`src/design/ptl_pkg.sv`:
```
// ----------------------------------------------------------------------------
// ptl_pkg
// types, codes and defaults shared by the track lifecycle modules
// ----------------------------------------------------------------------------
package ptl_pkg;

    localparam int COUNT_BITS_DEF = 16;
    localparam int VALUE_BITS_DEF = 32;
    localparam int CFG_BITS       = 8;
    localparam int CFG_IDX_BITS   = 1;

    // register indexes of the config port
    localparam logic [CFG_IDX_BITS-1:0] CFG_BIRTH_NEEDED  = 1'b0;
    localparam logic [CFG_IDX_BITS-1:0] CFG_DEATH_ALLOWED = 1'b1;

    // command codes carried in s_tuser
    localparam logic CMD_INIT   = 1'b0;
    localparam logic CMD_UPDATE = 1'b1;

    localparam logic [CFG_BITS-1:0] BIRTH_NEEDED_RST  = 8'd3;
    localparam logic [CFG_BITS-1:0] DEATH_ALLOWED_RST = 8'd3;

    typedef enum logic [1:0] {
        ST_DEAD  = 2'd0,
        ST_BIRTH = 2'd1,
        ST_ALIVE = 2'd2,
        ST_DYING = 2'd3
    } lifecycle_t;

    typedef struct packed {
        logic [CFG_BITS-1:0] birth_needed;
        logic [CFG_BITS-1:0] death_allowed;
    } cfg_t;

endpackage

```
`src/design/ptl_in_stage.sv`:
```
// ----------------------------------------------------------------------------
// ptl_in_stage
// input register: holds one accepted item until the core takes it
// ----------------------------------------------------------------------------
module ptl_in_stage
    import ptl_pkg::*;
#(
    parameter int DATA_W = 104,
    parameter int USER_W = 1
)
(
    input  logic              clk,
    input  logic              rst_n,
    input  logic              s_tvalid,
    output logic              s_tready,
    input  logic [DATA_W-1:0] s_tdata,
    input  logic [USER_W-1:0] s_tuser,
    input  logic              advance,
    output logic              item_valid,
    output logic [DATA_W-1:0] item_data,
    output logic [USER_W-1:0] item_user
);

    logic              valid_reg;
    logic              valid_next;
    logic [DATA_W-1:0] data_reg;
    logic [USER_W-1:0] user_reg;
    logic              load;

    // free when empty or when the held item moves on this cycle
    assign s_tready = !valid_reg || advance;
    assign load     = s_tvalid && s_tready;

    always_comb
    begin
        valid_next = valid_reg;
        if (load)
        begin
            valid_next = 1'b1;
        end
        else if (advance)
        begin
            valid_next = 1'b0;
        end
    end

    always_ff @(posedge clk or negedge rst_n)
    begin
        if (!rst_n)
        begin
            valid_reg <= 1'b0;
        end
        else
        begin
            valid_reg <= valid_next;
        end
    end

    always_ff @(posedge clk)
    begin
        if (load)
        begin
            data_reg <= s_tdata;
            user_reg <= s_tuser;
        end
    end

    assign item_valid = valid_reg;
    assign item_data  = data_reg;
    assign item_user  = user_reg;

endmodule

```
`src/design/ptl_core.sv`:
```
// ----------------------------------------------------------------------------
// ptl_core
// lifecycle state machine, stored value words and frame counters
// ----------------------------------------------------------------------------
module ptl_core
    import ptl_pkg::*;
#(
    parameter int COUNT_BITS = COUNT_BITS_DEF,
    parameter int VALUE_BITS = VALUE_BITS_DEF
)
(
    input  logic                  clk,
    input  logic                  rst_n,
    input  logic                  fire,
    input  cfg_t                  cfg,
    input  logic                  command,
    input  logic                  matched,
    input  logic [VALUE_BITS-1:0] amplitude_in,
    input  logic [VALUE_BITS-1:0] frequency_in,
    input  logic [VALUE_BITS-1:0] phase_in,
    output lifecycle_t            track_state,
    output logic                  is_active,
    output logic [VALUE_BITS-1:0] amplitude_out,
    output logic [VALUE_BITS-1:0] frequency_out,
    output logic [VALUE_BITS-1:0] phase_out,
    output logic [COUNT_BITS-1:0] alive_count,
    output logic [COUNT_BITS-1:0] longest_count,
    output logic                  misuse_error
);

    localparam logic [COUNT_BITS-1:0] COUNT_MAX = '1;

    lifecycle_t            state_reg, state_next;
    logic [VALUE_BITS-1:0] amp_reg, amp_next;
    logic [VALUE_BITS-1:0] freq_reg, freq_next;
    logic [VALUE_BITS-1:0] phase_reg, phase_next;
    logic [COUNT_BITS-1:0] alive_reg, alive_next;
    logic [COUNT_BITS-1:0] birth_reg, birth_next;
    logic [COUNT_BITS-1:0] dying_reg, dying_next;
    logic [COUNT_BITS-1:0] longest_reg, longest_next;
    logic                  err;
    logic [COUNT_BITS-1:0] birth_inc;
    logic [COUNT_BITS-1:0] dying_inc;
    logic [COUNT_BITS-1:0] alive_inc;
    logic [COUNT_BITS-1:0] birth_thr;
    logic [COUNT_BITS-1:0] death_thr;

    // saturating increments
    assign birth_inc = (birth_reg == COUNT_MAX) ? COUNT_MAX : birth_reg + 1'b1;
    assign dying_inc = (dying_reg == COUNT_MAX) ? COUNT_MAX : dying_reg + 1'b1;
    assign alive_inc = (alive_reg == COUNT_MAX) ? COUNT_MAX : alive_reg + 1'b1;
    assign birth_thr = COUNT_BITS'(cfg.birth_needed);
    assign death_thr = COUNT_BITS'(cfg.death_allowed);

    always_comb
    begin
        state_next   = state_reg;
        amp_next     = amp_reg;
        freq_next    = freq_reg;
        phase_next   = phase_reg;
        alive_next   = alive_reg;
        birth_next   = birth_reg;
        dying_next   = dying_reg;
        longest_next = longest_reg;
        err          = 1'b0;
        if (command == CMD_INIT)
        begin
            if (state_reg != ST_DEAD)
            begin
                err = 1'b1;
            end
            else
            begin
                amp_next   = amplitude_in;
                freq_next  = frequency_in;
                phase_next = phase_in;
                state_next = ST_BIRTH;
                alive_next = '0;
                birth_next = '0;
                dying_next = '0;
            end
        end
        else if (state_reg == ST_DEAD)
        begin
            err = 1'b1;
        end
        else if (matched)
        begin
            amp_next   = amplitude_in;
            freq_next  = frequency_in;
            phase_next = phase_in;
            alive_next = alive_inc;
            if (alive_inc > longest_reg)
            begin
                longest_next = alive_inc;
            end
            unique case (state_reg)
                ST_BIRTH:
                begin
                    birth_next = birth_inc;
                    if (birth_inc >= birth_thr)
                    begin
                        state_next = ST_ALIVE;
                    end
                end
                ST_DYING:
                begin
                    state_next = ST_ALIVE;
                    dying_next = '0;
                end
                default:
                begin
                    state_next = state_reg;
                end
            endcase
        end
        else
        begin
            unique case (state_reg)
                ST_BIRTH:
                begin
                    // failed birth keeps the alive count
                    state_next = ST_DEAD;
                end
                ST_DYING:
                begin
                    dying_next = dying_inc;
                    if (dying_inc >= death_thr)
                    begin
                        state_next = ST_DEAD;
                        alive_next = '0;
                    end
                end
                default:
                begin
                    state_next = ST_DYING;
                end
            endcase
        end
    end

    always_ff @(posedge clk or negedge rst_n)
    begin
        if (!rst_n)
        begin
            state_reg   <= ST_DEAD;
            amp_reg     <= '0;
            freq_reg    <= '0;
            phase_reg   <= '0;
            alive_reg   <= '0;
            birth_reg   <= '0;
            dying_reg   <= '0;
            longest_reg <= '0;
        end
        else if (fire)
        begin
            state_reg   <= state_next;
            amp_reg     <= amp_next;
            freq_reg    <= freq_next;
            phase_reg   <= phase_next;
            alive_reg   <= alive_next;
            birth_reg   <= birth_next;
            dying_reg   <= dying_next;
            longest_reg <= longest_next;
        end
    end

    // the result shows the state after this item
    assign track_state   = state_next;
    assign is_active     = (state_next == ST_ALIVE) || (state_next == ST_DYING);
    assign amplitude_out = amp_next;
    assign frequency_out = freq_next;
    assign phase_out     = phase_next;
    assign alive_count   = alive_next;
    assign longest_count = longest_next;
    assign misuse_error  = err;

endmodule

```
`src/design/ptl_out_stage.sv`:
```
// ----------------------------------------------------------------------------
// ptl_out_stage
// result register: holds one result until the receiver takes it
// ----------------------------------------------------------------------------
module ptl_out_stage
    import ptl_pkg::*;
#(
    parameter int DATA_W = 136,
    parameter int USER_W = 1
)
(
    input  logic              clk,
    input  logic              rst_n,
    input  logic              load,
    input  logic [DATA_W-1:0] res_data,
    input  logic [USER_W-1:0] res_user,
    output logic              can_load,
    output logic              m_tvalid,
    input  logic              m_tready,
    output logic [DATA_W-1:0] m_tdata,
    output logic [USER_W-1:0] m_tuser
);

    logic              valid_reg;
    logic              valid_next;
    logic [DATA_W-1:0] data_reg;
    logic [USER_W-1:0] user_reg;

    assign can_load = !valid_reg || m_tready;

    always_comb
    begin
        valid_next = valid_reg;
        if (load)
        begin
            valid_next = 1'b1;
        end
        else if (m_tready)
        begin
            valid_next = 1'b0;
        end
    end

    always_ff @(posedge clk or negedge rst_n)
    begin
        if (!rst_n)
        begin
            valid_reg <= 1'b0;
        end
        else
        begin
            valid_reg <= valid_next;
        end
    end

    always_ff @(posedge clk)
    begin
        if (load)
        begin
            data_reg <= res_data;
            user_reg <= res_user;
        end
    end

    assign m_tvalid = valid_reg;
    assign m_tdata  = data_reg;
    assign m_tuser  = user_reg;

endmodule

```
`src/design/partial_track_lifecycle.sv`:
```
// ----------------------------------------------------------------------------
// partial_track_lifecycle
// birth / alive / dying / dead tracker for one sinusoidal analysis track
// ----------------------------------------------------------------------------
// usage
//   s_* carries items: tuser is the command (init or frame update), tdata the
//   matched flag and the amplitude, frequency and phase words
//   m_* carries one result per item: the state after the item, stored words,
//   frame counts in tdata, and the misuse flag in tuser
//   cfg_we / cfg_index / cfg_data write the birth and death thresholds; the user
//   must write them only while no item is in flight, the block does not enforce it
// flow
//   an accepted item sits in the input register, and the lifecycle logic feeds
//   the result register once that register can load
//   1 item per cycle sustained while the receiver takes results; the state
//   registers close their loop so each item sees the state the previous one left
// reset
//   rst_n clears both stage valids, puts the track dead with zeroed words and
//   counters, and loads both thresholds with 3
// stall
//   a stalled receiver holds the result register; one more item waits in the
//   input register, then s_tready drops until the result is taken
// ----------------------------------------------------------------------------
module partial_track_lifecycle
    import ptl_pkg::*;
#(
    parameter int COUNT_BITS = COUNT_BITS_DEF,
    parameter int VALUE_BITS = VALUE_BITS_DEF,
    localparam int IN_BITS   = 1 + 3 * VALUE_BITS,
    localparam int IN_W      = ((IN_BITS + 7) / 8) * 8,
    localparam int OUT_BITS  = 3 + 3 * VALUE_BITS + 2 * COUNT_BITS,
    localparam int OUT_W     = ((OUT_BITS + 7) / 8) * 8
)
(
    input  logic                    clk,
    input  logic                    rst_n,
    // config write port
    input  logic                    cfg_we,
    input  logic [CFG_IDX_BITS-1:0] cfg_index,
    input  logic [CFG_BITS-1:0]     cfg_data,
    // input items
    input  logic                    s_tvalid,
    output logic                    s_tready,
    // matched, amplitude_in, frequency_in, phase_in, zero pad
    input  logic [IN_W-1:0]         s_tdata,
    // command
    input  logic [0:0]              s_tuser,
    // results
    output logic                    m_tvalid,
    input  logic                    m_tready,
    // track_state, is_active, amplitude_out, frequency_out, phase_out,
    // alive_count, longest_count, zero pad
    output logic [OUT_W-1:0]        m_tdata,
    // misuse_error
    output logic [0:0]              m_tuser
);

    cfg_t                  cfg_reg;
    cfg_t                  cfg_next;

    logic                  item_valid;
    logic [IN_W-1:0]       item_data;
    logic [0:0]            item_user;
    logic                  can_load;
    logic                  fire;

    lifecycle_t            res_state;
    logic                  res_active;
    logic [VALUE_BITS-1:0] res_amp;
    logic [VALUE_BITS-1:0] res_freq;
    logic [VALUE_BITS-1:0] res_phase;
    logic [COUNT_BITS-1:0] res_alive;
    logic [COUNT_BITS-1:0] res_longest;
    logic                  res_err;
    logic [OUT_W-1:0]      res_data;

    // threshold registers
    always_comb
    begin
        cfg_next = cfg_reg;
        if (cfg_we)
        begin
            unique case (cfg_index)
                CFG_BIRTH_NEEDED:  cfg_next.birth_needed  = cfg_data;
                CFG_DEATH_ALLOWED: cfg_next.death_allowed = cfg_data;
                default:           cfg_next = cfg_reg;
            endcase
        end
    end

    always_ff @(posedge clk or negedge rst_n)
    begin
        if (!rst_n)
        begin
            cfg_reg.birth_needed  <= BIRTH_NEEDED_RST;
            cfg_reg.death_allowed <= DEATH_ALLOWED_RST;
        end
        else
        begin
            cfg_reg <= cfg_next;
        end
    end

    // an item moves through the core when the result register can take it
    assign fire = item_valid && can_load;

    ptl_in_stage #(
        .DATA_W (IN_W),
        .USER_W (1)
    ) u_in (
        .clk        (clk),
        .rst_n      (rst_n),
        .s_tvalid   (s_tvalid),
        .s_tready   (s_tready),
        .s_tdata    (s_tdata),
        .s_tuser    (s_tuser),
        .advance    (fire),
        .item_valid (item_valid),
        .item_data  (item_data),
        .item_user  (item_user)
    );

    ptl_core #(
        .COUNT_BITS (COUNT_BITS),
        .VALUE_BITS (VALUE_BITS)
    ) u_core (
        .clk           (clk),
        .rst_n         (rst_n),
        .fire          (fire),
        .cfg           (cfg_reg),
        .command       (item_user[0]),
        .matched       (item_data[0]),
        .amplitude_in  (item_data[1 +: VALUE_BITS]),
        .frequency_in  (item_data[1 + VALUE_BITS +: VALUE_BITS]),
        .phase_in      (item_data[1 + 2 * VALUE_BITS +: VALUE_BITS]),
        .track_state   (res_state),
        .is_active     (res_active),
        .amplitude_out (res_amp),
        .frequency_out (res_freq),
        .phase_out     (res_phase),
        .alive_count   (res_alive),
        .longest_count (res_longest),
        .misuse_error  (res_err)
    );

    // pack the result, lowest field first
    assign res_data = OUT_W'({res_longest, res_alive, res_phase, res_freq, res_amp,
                              res_active, res_state});

    ptl_out_stage #(
        .DATA_W (OUT_W),
        .USER_W (1)
    ) u_out (
        .clk      (clk),
        .rst_n    (rst_n),
        .load     (fire),
        .res_data (res_data),
        .res_user (res_err),
        .can_load (can_load),
        .m_tvalid (m_tvalid),
        .m_tready (m_tready),
        .m_tdata  (m_tdata),
        .m_tuser  (m_tuser)
    );

endmodule

```
`config.mk`:
```
export PLATFORM = sky130hd
export DESIGN_NAME = partial_track_lifecycle
export DESIGN_NICKNAME = d
export VERILOG_FILES = /design/src/design/ptl_pkg.sv /design/src/design/ptl_in_stage.sv /design/src/design/ptl_core.sv /design/src/design/ptl_out_stage.sv /design/src/design/partial_track_lifecycle.sv
export SDC_FILE = /design/constraint.sdc
export NUM_CORES = 1
export LEC_CHECK = 0
export BUFFER_PORTS_ARGS = -buffer_cell sky130_fd_sc_hd__buf_2
export CORE_ASPECT_RATIO = 1.4
export CORE_MARGIN = 2
export CORE_UTILIZATION = 25
export CTS_BUF_LIST = sky130_fd_sc_hd__clkbuf_8
export CTS_CLUSTER_DIAMETER = 40
export DETAILED_ROUTE_END_ITERATION = 16
export MAX_ROUTING_LAYER = met4
export SYNTH_ARGS = -nofsm -noshare
export SYNTH_HDL_FRONTEND = slang
export SYNTH_HIERARCHICAL = 1
export SYNTH_SLANG_ARGS = --single-unit
```
`constraint.sdc`:
```
create_clock -name clk -period 7.3 [get_ports clk]
set_input_delay 0.73 -clock clk [delete_from_list [all_inputs] [get_ports clk]]
set_output_delay 0.73 -clock clk [all_outputs]
set_load 0.1 [all_outputs]
```
* Word-level counts from Yosys, hierarchy flattened
Index checks and enable logic that the tools add are counted.
Storage, ports and cells: flip-flop bits (word level) 410, bits in latches 0, RAM bits 0, memory bits (read-only) 0, input bits 119, memories 0
Cells by class: add/subtract/negate cells 3, multiply operators 0, div/mod/pow operators 0, $lt $le $gt $ge 3, equal/unequal tests 12, shifts and indexed selects 0, multiplexer cells 50, bitwise operators 1, reductions and logical operators 15
Operators with widths (number):
- $mux W32 | 12
- $mux W16 | 23
- $add A16 B1 Y16 const B | 3
- $eq A16 B16 Y1 const B | 3
- $ge A16 B8 Y1 | 2
- $gt A16 B16 Y1 | 1
- $mux W2 | 6
- $pmux W2 S2 | 2
- $mux W1 | 7
- $eq A2 B2 Y1 const B | 3
- $ne A2 B1 Y1 const B | 3
- $reduce_bool A2 Y1 | 3
- $reduce_and A5 Y1 | 1
- $ne A2 B2 Y1 const B | 2
- $reduce_and A2 Y1 | 2
- $reduce_and A4 Y1 | 1
- $logic_or A1 B1 Y1 | 3
- $eq A2 B1 Y1 const B | 1
- $logic_and A1 B1 Y1 | 2
- $logic_not A1 Y1 | 2
- $logic_not A2 Y1 | 1
- $not A1 Y1 | 1

* Logic depth before layout (Yosys ltp)
Gate-level depths: netlist (run 1).
depth after elaboration 10, depth in mapped cells 16

* Hierarchy
Netlist (run 1), hierarchy kept.
Modules (own cells, without submodules):
- ptl_core | instances 1, cells an instance 1126, area an instance 10000.8 µm², sequential area each 4053.9 µm²
- ptl_out_stage | instances 1, cells an instance 140, area an instance 4161.5 µm², sequential area each 4139.0 µm²
- ptl_in_stage | instances 1, cells an instance 109, area an instance 3206.8 µm², sequential area each 3178.0 µm²
- partial_track_lifecycle | instances 1, cells an instance 37, area an instance 629.4 µm², sequential area each 405.4 µm²

* Least setup slack after synthesis (run 1)
Ideal clock, no wire load.
path type register to register, start reg u_out.valid_reg, in the netlist u_out/m_tvalid, end reg u_in.data_reg[0], in the netlist u_in/item_data[0] (enable), library setup time 391 ps, data arrival time 5995 ps, data required time 6909 ps, setup slack 914 ps, cell stages (with the launch flop) 5, buffers on the path 0, cell sequence dfrtp_1 -> nand2b_4 -> and2_1 -> nand2b_4 -> and2_4
On the way: longest elaborated chain between the ends 5
Ends and longest elaborated chain:
- from (decl) | RTL line ptl_out_stage.sv:24 | logic valid_reg;
- from (signal assigned) | RTL line ptl_out_stage.sv:52 | valid_reg <= valid_next;
- $logic_not A1 Y1 | RTL line ptl_out_stage.sv:29 | assign can_load = !valid_reg || m_tready;
- $logic_or A1 B1 Y1 | RTL line ptl_out_stage.sv:29
- via can_load | RTL line partial_track_lifecycle.sv:64 | logic can_load;
- $logic_and A1 B1 Y1 | RTL line partial_track_lifecycle.sv:105 | assign fire = item_valid && can_load;
- via fire | RTL line partial_track_lifecycle.sv:65 | logic fire;
- $logic_or A1 B1 Y1 | RTL line ptl_in_stage.sv:31 | assign s_tready = !valid_reg || advance;
- via s_tready | RTL line partial_track_lifecycle.sv:43 | output logic s_tready,
- $logic_and A1 B1 Y1 | RTL line ptl_in_stage.sv:32 | assign load = s_tvalid && s_tready;
- via u_in.load | RTL line ptl_in_stage.sv:28 | logic load;
- to (signal assigned) | RTL line ptl_in_stage.sv:63 | data_reg <= s_tdata;
- to (decl) | RTL line ptl_in_stage.sv:26 | logic [DATA_W-1:0] data_reg;
The timed path passes the listed nets, and every way through them passes these cells. A chain may end at the register's enable or synchronous reset.

* Final worst setup path (run 1)
start reg u_core.alive_reg[0], end reg u_out.data_reg[128], in the netlist u_out/m_tdata[128] (data pin)
On the way: longest elaborated chain between the ends 7
Ends and longest elaborated chain:
- from (decl) | RTL line ptl_core.sv:37 | logic [COUNT_BITS-1:0] alive_reg, alive_next;
- from (signal assigned) | RTL line ptl_core.sv:161 | alive_reg <= alive_next;
- $add A16 B1 Y16 or $eq A16 B16 Y1 (tied branches) | RTL line ptl_core.sv:51 | assign alive_inc = (alive_reg == COUNT_MAX) ? COUNT_MAX : alive_reg + 1'b1;
- $mux W16 (*) | RTL line ptl_core.sv:51
- $gt A16 B16 Y1 | RTL line ptl_core.sv:93 | if (alive_inc > longest_reg)
- $mux W16 (*) | RTL line ptl_core.sv:93
- $mux W16 (*) | RTL line ptl_core.sv:87 | else if (matched)
- $mux W16 (*) | RTL line ptl_core.sv:83 | else if (state_reg == ST_DEAD)
- $mux W16 (*) | RTL line ptl_core.sv:66 | if (command == CMD_INIT)
- via res_longest[13] | RTL line partial_track_lifecycle.sv:73 | logic [COUNT_BITS-1:0] res_longest;
- to (signal assigned) | RTL line ptl_out_stage.sv:60 | data_reg <= res_data;
- to (decl) | RTL line ptl_out_stage.sv:26 | logic [DATA_W-1:0] data_reg;
Mark *: on every way through the listed nets, which the timed path passes. The rest lies on a longest branch.

==> impl_metrics.toml, run 1 <==
[cts]
insertion_delay_ns = 0.65
cts_num_sinks = 415
clock_tree_from_tritoncts = "built"
cts.clk_slew.worst_paths_ns = 0.06
clock_path_buffers = 3
cts-resized-gates = 0
hold_buffers = 0
postCtsSetupBuffers = 0
root_buffer = "sky130_fd_sc_hd__clkbuf_8"
cts_htree_levels = 3
cts_buffer_count = 78

[timing]
timing.final.max_slew_violations = 0
hold_viol_final = 0
grt_setup_unrepaired = "no"
min_period_over_period_pct = 64.5
slew_headroom_pct = 19.6
max_slew.worst_pin.slew_ns = 1.20
fin_crit_ns = 4.71
fin_ws_ns = 2.59
setup_tns_ns = 0
worst_case_hold_slack_ns = 0.190
fin_skew_ns = 0.0279
max_clock_freq_mhz = 212
finalSetupViolCount = 0

[power_and_ir_drop]
cell_internal_pwr_w = 0.00532
clockPowerShare_pct = 26.1
switching_power_as_a_share_of_total_power_pct = 41.5
power.ir.vdd_worst_v = 0.000257
pwr-share-comb_pct = 35.8
total_leakage_power_nw = 8.83
power.switching_w = 0.00378
finalPower_w = 0.00910
cellPowerDensity_nw_per_um2 = 419
share_seq_of_total_power_pct = 38.2

[drt]
num_vias = 11900
vias_per_cell = 4.42
detail_route.drc_violations = 0
route.detailed.wl_per_inst_um = 15.9
final_antenna_net_count = 0
detailedRoute.firstPassIterationCount = 5
drt-total-wl_um = 42700
drt_iter0_markers = 756

[floorplanning]
floorplan.rows = 115
start_util_pct = 25.3
die_height_um = 320
die_area_um2 = 73300
die_wd_um = 229
ioPinCount = 258
core_um2 = 70400

[layout]
share_of_final_layout_standard_cells_stronger_than_drive_strength_1_pct = 31.5
finalCoreUtilization_pct = 30.9
syn_to_final_growth_pct = 22.1
regArea_um2 = 11600
fin_nets = 1838
nFillCells = 7097
largest_register_ff_count = 136
multi_input_area_um2 = 5790

[grt]
grt.met3_usage_pct = 3.71
gr-usage-all-layers_pct = 12.1
first_global_vias = 12600
use_met1_pct = 13.0
global_route.overflow_total = 0
most_crowded_layer_gr = "met2"
grt_antenna_before_repair = 7
gr-usage-met2_pct = 20.3
grt_start_max_net_pins = 143
global_route_wire_length_before_repair_um = 68400

[run_status]
status = "complete, no violations"

[setup_path]
path_cells = "and3_1 > and3_1 > nand4_1 > o21bai_1 > a21boi_0 > ha_1 > nand4_1 > nor3_1 > o211ai_1 > a21oi_1 > a2111o_1 > nand3_1 > mux2_2"
timing.critical_path.to_type = "register"
timing.critical_path.buf_inv = 0
worstPathArrival_ns = 5.10
critical-path-top-delay-family = "simple AND/OR/NAND/NOR gates"
critPathMaxFanout = 16
largest_stage_delay_worst_path_ns = 0.58
startpoint_type = "register"
timing_worst_setup_path_type = "reg -> reg"
timing.critical_path.slowest_stage_cell = "sky130_fd_sc_hd__nand3_1"
crit_required_ns = 7.69

[synthesis]
netlist_instances = 1405
yosysWarnings = 6
synthesis.area_um2 = 17800
synth_area_per_cell_um2 = 12.7

[placed_design]
detailedPlace.worstSlack_ns = 2.61
finalWeightedCongestion = 0.829
detailedPlacementHpwl_um = 27500
buffer_ports.inserted = 250

[worst_hold_path]
worst_hold_path_type = "in -> async"

[flow_run]
maxCapViolCount = 0
==> worst paths after layout <==
kind                                startpoint  slack [ns]  cells after the start                   end
setup / recovery           u_core/alive_reg[0]        2.59                     13    u_out/m_tdata[128]
hold / removal                           rst_n        0.19                      1  u_core/phase_reg[26]
setup reg to reg           u_core/alive_reg[0]        2.59                     13    u_out/m_tdata[128]
hold reg to reg            u_core/freq_reg[31]        0.50                      2   u_core/freq_reg[31]
max in group asynchronous                rst_n        5.74                      2   u_core/freq_reg[24]
min in group clk                   s_tdata[27]        0.25                      1    u_in/item_data[27]
==> layer usage <==
metal / wire [µm] / up-vias / share of wire (%)
li1: - / 5599 / -
met1: 17000 / 5824 / 40
met2: 21300 / 369 / 50
met3: 3150 / 89 / 7.4
met4: 1280 / 0 / 3.0
met5: 0 / - / 0
==> cells in the final DEF (no fill, tap or decap), types with 14 or more instances in the layout <==
| cell | n |
|---|---|
| sky130_fd_sc_hd__a21oi_1 | 23 |
| sky130_fd_sc_hd__a22o_1 | 28 |
| sky130_fd_sc_hd__a31oi_1 | 15 |
| sky130_fd_sc_hd__buf_2 | 249 |
| sky130_fd_sc_hd__clkbuf_8 | 87 |
| sky130_fd_sc_hd__dfrtp_1 | 176 |
| sky130_fd_sc_hd__edfxtp_1 | 235 |
| sky130_fd_sc_hd__ha_1 | 37 |
| sky130_fd_sc_hd__inv_1 | 65 |
| sky130_fd_sc_hd__mux2_2 | 145 |
| sky130_fd_sc_hd__nand2_1 | 61 |
| sky130_fd_sc_hd__nand3_1 | 27 |
| sky130_fd_sc_hd__nand4_1 | 18 |
| sky130_fd_sc_hd__nor2_1 | 325 |
| sky130_fd_sc_hd__nor2b_1 | 14 |
| sky130_fd_sc_hd__o21ai_0 | 32 |
==> final cells by class <==
class / count / share of cell area [%]
Antenna cell: 7 / 0.0807
Clock inverter: 57 / 2.14
Timing Repair Buffer: 261 / 6.24
Sequential cell: 415 / 53.3
Clock buffer: 86 / 5.45
Tap cell: 936 / 5.39
Multi-Input combinational cell: 883 / 26.7
Inverter: 43 / 0.755
==> worst reg2reg max path, cell delays in order (launching register included) <==
cell and delay, ns:
sky130_fd_sc_hd__dfrtp_1 0.49, sky130_fd_sc_hd__and3_1 0.24, sky130_fd_sc_hd__and3_1 0.36, sky130_fd_sc_hd__nand4_1 0.27
sky130_fd_sc_hd__o21bai_1 0.25, sky130_fd_sc_hd__a21boi_0 0.57, sky130_fd_sc_hd__ha_1 0.25, sky130_fd_sc_hd__nand4_1 0.10
sky130_fd_sc_hd__nor3_1 0.33, sky130_fd_sc_hd__o211ai_1 0.16, sky130_fd_sc_hd__a21oi_1 0.19, sky130_fd_sc_hd__a2111o_1 0.15
sky130_fd_sc_hd__nand3_1 0.58, sky130_fd_sc_hd__mux2_2 0.52
==> power by group through the flow <==
stage	registers (W)	logic [W]	clock network [W]
floorplan	0.00499	0.00116	0
global placement	0.00349	0.00322	0
detailed placement	0.00351	0.00328	0
CTS	0.00348	0.00329	0.00248
global route	0.00354	0.00347	0.00258
finish	0.00347	0.00326	0.00237
==> through the flow <==
stage	instance area, µm²	cells
after floorplan	17800	1409
after global placement	20100	2538
after detailed placement	20100	2538
after CTS	21700	2681
after global routing	21700	2688
final	21700	2688
Note: power is estimated with default switching activity, not from simulation.
==> inputs of run 2 (changes only) <==
==> constraint.sdc (replaced) <==
create_clock -name clk -period 4.9 [get_ports clk]
set_input_delay 0.49 -clock clk [delete_from_list [all_inputs] [get_ports clk]]
set_output_delay 0.49 -clock clk [all_outputs]
set_load 0.1 [all_outputs]
==> run 2 against run 1 <==
  * Critical path depth down 1
  * Routed wire length grew 3.1%
  * Register-to-register slack got worse by 2.0 ns
  * Utilization increased by 1.7 points
  * Worst hold slack got worse by 0.10 ns
  * Setup slack worse by 2.0 ns
  * Sequential share of layout area shrank 2.8 points
  * Count of clock-buffer cells in the layout rose by 1
  * First-iteration DRC count fell by 8.2%
  * Clock power grew 58%
  * Highest routed layer unchanged
==> impl_metrics.toml, run 2 (synthesis gave the netlist of run 1 again) <==
[drt]
final_antenna_net_count = 0
drt_iter0_markers = 694
vias_per_cell = 4.38
num_vias = 12300
route.detailed.wl_per_inst_um = 15.7
detailedRoute.firstPassIterationCount = 5
detail_route.drc_violations = 0
drt-total-wl_um = 44000

[cts]
cts-resized-gates = 0
clock_tree_from_tritoncts = "built"
clock_path_buffers = 3
cts_buffer_count = 77
root_buffer = "sky130_fd_sc_hd__clkbuf_8"
cts.clk_slew.worst_paths_ns = 0.06
cts_htree_levels = 3
insertion_delay_ns = 0.68
cts_num_sinks = 415

[setup_path]
worst_r2r_dst = "u_out/m_tdata[128]"
timing_worst_setup_path_type = "reg -> reg"
path_cells = "ha_1 > and4_1 > nand4_1 > or2_2 > o21ai_0 > ha_1 > a2111oi_0 > a21oi_1 > a2111o_1 > nand3_1 > buf_4 > mux2_2"
worstPathArrival_ns = 4.65
largest_stage_delay_worst_path_ns = 0.47
critPathMaxFanout = 16
timing.critical_path.to_type = "register"
startpoint_type = "register"
crit_path_top_cell_by_count = "sky130_fd_sc_hd__ha_1"
timing.critical_path.slowest_stage_cell = "sky130_fd_sc_hd__dfrtp_1"
timing.rr.start = "u_core/alive_reg[0]"
crit_required_ns = 5.29
reg2reg_depth = 12
r2r_setup_slack_ns = 0.64

[timing]
max_clock_freq_mhz = 234
finalSetupViolCount = 0
min_period_over_period_pct = 87.0
fin_skew_ns = 0.0398
slew_headroom_pct = 27.2
fin_ws_ns = 0.635
grt_setup_unrepaired = "no"
max_slew.worst_pin.slew_ns = 1.08
hold_viol_final = 0
setup_tns_ns = 0
fin_crit_ns = 4.26
timing.final.max_slew_violations = 0

[power_and_ir_drop]
pwr-share-comb_pct = 35.7
total_leakage_power_nw = 9.31
power.switching_w = 0.00573
cell_internal_pwr_w = 0.00813
power.ir.vdd_worst_v = 0.000380
clockPowerShare_pct = 27.0
switching_power_as_a_share_of_total_power_pct = 41.3
share_seq_of_total_power_pct = 37.3
cellPowerDensity_nw_per_um2 = 605

[placed_design]
detailedPlacementHpwl_um = 27600
finalWeightedCongestion = 0.830
detailed_place.area_um2 = 20100
buffer_ports.inserted = 250
detailedPlace.worstSlack_ns = 0.642

[worst_hold_path]
hold_end = "cfg_reg[14]"
worst_hold_path_type = "in -> reg"
hold_path.startpoint = "cfg_data[6]"
hold-path-cell-count = 2

[run_status]
status = "complete, no violations"

[layout]
layout_commonest_cell = "sky130_fd_sc_hd__nor2_1"
syn_to_final_growth_pct = 28.8
most_frequent_cells_in_the_layout = "sky130_fd_sc_hd__nor2_1 (325), sky130_fd_sc_hd__buf_2 (249), sky130_fd_sc_hd__edfxtp_1 (235)"
largest_register_ff_count = 136
fin_nets = 1944
share_of_final_layout_standard_cells_stronger_than_drive_strength_1_pct = 30.3
total_non_filler_cell_area_in_the_finished_layout_um2 = 22900

[grt]
first_global_vias = 13200
grt_start_max_net_pins = 111
grt_antenna_before_repair = 7
gr-usage-all-layers_pct = 12.4
global_route.overflow_total = 0
global_route_wire_length_before_repair_um = 70400

[floorplanning]
core_um2 = 70400
die_wd_um = 229
die_height_um = 320
ioPinCount = 258
start_util_pct = 25.3
die_area_um2 = 73300
floorplan.rows = 115

[flow_run]
maxCapViolCount = 0
-- run 2: final cells by class --
type	count	area, µm²
Inverter	43	164
Clock buffer	87	1200
Fill cell	6959	47500
Sequential cell	415	11600
Clock inverter	57	564
Multi-Input combinational cell	883	5790
Tap cell	936	1170
Antenna cell	7	17.5
Timing Repair Buffer	368	2430
-- run 2: power by group through the flow --
stage / sequential (W) / clock [W] / combinational [W]
6_report: 0.00517 / 0.00374 / 0.00495
5_1_grt: 0.00528 / 0.00405 / 0.00527
4_1_cts: 0.00518 / 0.00387 / 0.00499
3_5_place_dp: 0.00523 / 0 / 0.00490
3_3_place_gp: 0.00519 / 0 / 0.00482
2_1_floorplan: 0.00743 / 0 / 0.00173
-- run 2: worst max-delay path by stage --
stage,slack [ns],endpoint,startpoint,cells past startpoint
2_1_floorplan,0.28,u_in/item_data[0],u_out/m_tvalid,4
4_1_cts,0.60,u_out/m_tdata[128],u_core/alive_reg[0],12
3_5_place_dp,0.64,u_out/m_tdata[118],u_core/alive_reg[0],12
6_report,0.64,u_out/m_tdata[128],u_core/alive_reg[0],12
3_3_place_gp,0.67,u_out/m_tdata[116],u_core/alive_reg[0],12
5_1_grt,0.32,u_out/m_tdata[128],u_core/alive_reg[0],12
-- run 2: critical path, delay by kind of cell, from the launching register on --
kind	cells	cell delay [ns]
AO/OA/AOI/OAI	4	1.23
multiplexers	1	0.37
adder cells (fa/ha/maj)	2	0.65
AND/OR/NAND/NOR	4	1.01
flip-flops	1	0.47
buffers and inverters	1	0.25
-- run 2: routing by layer --
metal	global-route usage (%)	routed length [µm]
met1	13.1	17200
met2	21.4	22300
met3	3.69	3200
met4	5.60	1260
met5	-	0
-- run 2: metrics by stage --
stage	utilization [%]	total power [W]	hold WS [ns]	instances
floorplan	-	0.00916	0.194	1409
global placement	28.6	0.0100	0.485	2545
detailed placement	28.6	0.0101	0.497	2545
CTS	32.5	0.0140	0.0128	2789
global route	32.6	0.0146	0.0260	2796
finish	32.6	0.0139	0.0857	2796
-- run 2: what timing repair did --
item,4_1_cts,5_1_grt
setup buffers,0,0
hold buffers,100,0
hold endpoints to repair,180,0
==> inputs of run 3 (changes only) <==
--- a/config.mk
+++ b/config.mk
@@ -13,6 +13,7 @@
 export CTS_CLUSTER_DIAMETER = 40
 export DETAILED_ROUTE_END_ITERATION = 16
 export MAX_ROUTING_LAYER = met4
+export RECOVER_POWER = 25
 export SYNTH_ARGS = -nofsm -noshare
 export SYNTH_HDL_FRONTEND = slang
 export SYNTH_HIERARCHICAL = 1
==> run 3 against run 2 <==
  * The flow now finishes with violations (capacitance limit, slew limit)
  * Final cell count unchanged
  * Critical path depth is the same
  * Worst hold slack improved by 0.0053 ns
  * Clock skew about the same
  * Count of clock-buffer cells in the layout unchanged
  * Non-clock buffer count stayed put
  * Critical endpoint unchanged
==> impl_metrics.toml, run 3 (synthesis gave the netlist of run 1 again) <==
[layout]
largest_register_ff_count = 136
nFillCells = 6971
most_frequent_cells_in_the_layout = "sky130_fd_sc_hd__nor2_1 (325), sky130_fd_sc_hd__buf_2 (240), sky130_fd_sc_hd__edfxtp_1 (235)"
fin_nets = 1944
layout_commonest_cell = "sky130_fd_sc_hd__nor2_1"
share_of_final_layout_standard_cells_stronger_than_drive_strength_1_pct = 29.6
finalCoreUtilization_pct = 32.5
syn_to_final_growth_pct = 28.5

[power_and_ir_drop]
power.ir.vdd_worst_v = 0.000380
power.switching_w = 0.00572
cellPowerDensity_nw_per_um2 = 605
share_seq_of_total_power_pct = 37.3
pwr-share-comb_pct = 35.7
total_leakage_power_nw = 9.27
switching_power_as_a_share_of_total_power_pct = 41.3
cell_internal_pwr_w = 0.00812
clockPowerShare_pct = 27.0

[grt]
gr-usage-all-layers_pct = 12.4
global_route.overflow_total = 0
first_global_vias = 13200
grt_antenna_before_repair = 7
global_route_wire_length_before_repair_um = 70400
grt_start_max_net_pins = 111

[floorplanning]
ioPinCount = 258
start_util_pct = 25.3
floorplan.rows = 115
die_wd_um = 229
die_height_um = 320
core_um2 = 70400
die_area_um2 = 73300

[setup_path]
crit_path_top_cell_by_count = "sky130_fd_sc_hd__ha_1"
timing.critical_path.slowest_stage_cell = "sky130_fd_sc_hd__dfrtp_1"
crit_required_ns = 5.29
critPathMaxFanout = 16
r2r_setup_slack_ns = 0.64
timing.critical_path.to_type = "register"
worstPathArrival_ns = 4.65
largest_stage_delay_worst_path_ns = 0.48
startpoint_type = "register"
timing_worst_setup_path_type = "reg -> reg"
path_cells = "ha_1 > and4_1 > nand4_1 > or2_2 > o21ai_0 > ha_1 > a2111oi_0 > a21oi_1 > a2111o_1 > nand3_1 > buf_4 > mux2_2"

[timing]
grt_setup_unrepaired = "no"
max_slew.worst_pin.slew_ns = 2.48
setup_tns_ns = 0
hold_viol_final = 0
timing.final.max_slew_violations = 83
fin_skew_ns = 0.0401
max_clock_freq_mhz = 235
finalSetupViolCount = 0
slew_headroom_pct = -65.3
fin_crit_ns = 4.26
min_period_over_period_pct = 87.0

[drt]
drt-total-wl_um = 44000
detailedRoute.firstPassIterationCount = 5
vias_per_cell = 4.38
final_antenna_net_count = 0
detail_route.drc_violations = 0
drt_iter0_markers = 663
num_vias = 12200
route.detailed.wl_per_inst_um = 15.7

[run_status]
violated_checks = "capacitance limit, slew limit"
status = "finished, violations left"

[placed_design]
finalWeightedCongestion = 0.830
buffer_ports.inserted = 250
detailedPlacementHpwl_um = 27600

[worst_hold_path]
worst_hold_path_type = "in -> reg"

[cts]
root_buffer = "sky130_fd_sc_hd__clkbuf_8"
postCtsSetupBuffers = 0
clock_tree_from_tritoncts = "built"
cts_num_sinks = 415
insertion_delay_ns = 0.68
clock_path_buffers = 3
cts_htree_levels = 3
cts.clk_slew.worst_paths_ns = 0.06
cts_buffer_count = 77

[flow_run]
maxCapViolCount = 1
-- run 3: cell count changes in the layout (fill, tap and decap cells not counted), sizes merged --
cell,change
buf,-10
clkbuf,+10
-- run 3: layer usage --
layer  track usage, %  routed length [µm]  share of wire [%]
met1             13.1               17300                 39
met5                -                   0                  0
met3             3.69                3080                7.0
met2             21.4               22400                 51
met4             5.60                1230                2.8
-- run 3: worst paths after layout --
path                                     startpoint                   end  cells past startpoint
worst max register to register  u_core/alive_reg[0]    u_out/m_tdata[128]                     12
min in group asynchronous                     rst_n  u_core/phase_reg[26]                      2
worst min-delay path                    cfg_data[6]           cfg_reg[14]                      2
worst max-delay path            u_core/alive_reg[0]    u_out/m_tdata[128]                     12
max in group asynchronous                     rst_n  u_core/alive_reg[10]                      3
worst min register to register   u_core/freq_reg[0]    u_core/freq_reg[0]                      2
-- run 3: timing repair --
action                                 CTS  global route
setup endpoints to repair                0             0
endpoints found under the hold margin  180             0
gates resized for setup                  0             0
hold buffers                           100             0
-- run 3: layout make-up --
cell class,count,area (µm²),share of cell area (%)
sequential,415,11600,50.6
timing repair buffer,368,2400,10.5
antenna,7,17.5,0.0766
tap,936,1170,5.12
clock buffer,87,1200,5.24
multi-input combinational,883,5780,25.3
inverter,43,164,0.717
clock inverter,57,564,2.47
-- run 3: metrics by stage --
stage / hold slack [ns] / worst slack, ns / instances / instance area [µm²] / power (W)
after floorplan: 0.194 / 0.284 / 1409 / 17800 / 0.00916
after global placement: 0.485 / 0.666 / 2545 / 20100 / 0.0100
after detailed placement: 0.497 / 0.642 / 2545 / 20100 / 0.0101
after CTS: 0.0128 / 0.596 / 2789 / 22900 / 0.0140
after global routing: 0.0260 / 0.315 / 2796 / 22900 / 0.0146
final: 0.0910 / 0.638 / 2796 / 22900 / 0.0138
-- run 3: power groups by stage --
stage          Combinational (W)  Clock [W]  Sequential [W]
6_report                 0.00494    0.00374         0.00517
4_1_cts                  0.00499    0.00387         0.00518
3_3_place_gp             0.00482          0         0.00519
3_5_place_dp             0.00490          0         0.00523
2_1_floorplan            0.00173          0         0.00743
5_1_grt                  0.00527    0.00405         0.00527
-- run 3: worst max-delay path: cells and delay by family, from the launching register on --
family | cells | cell delay (ns)
adder cells (fa/ha/maj) | 2 | 0.65
flip-flops | 1 | 0.48
multiplexers | 1 | 0.37
AND/OR/NAND/NOR | 4 | 1.01
buffers and inverters | 1 | 0.25
AO/OA/AOI/OAI | 4 | 1.22
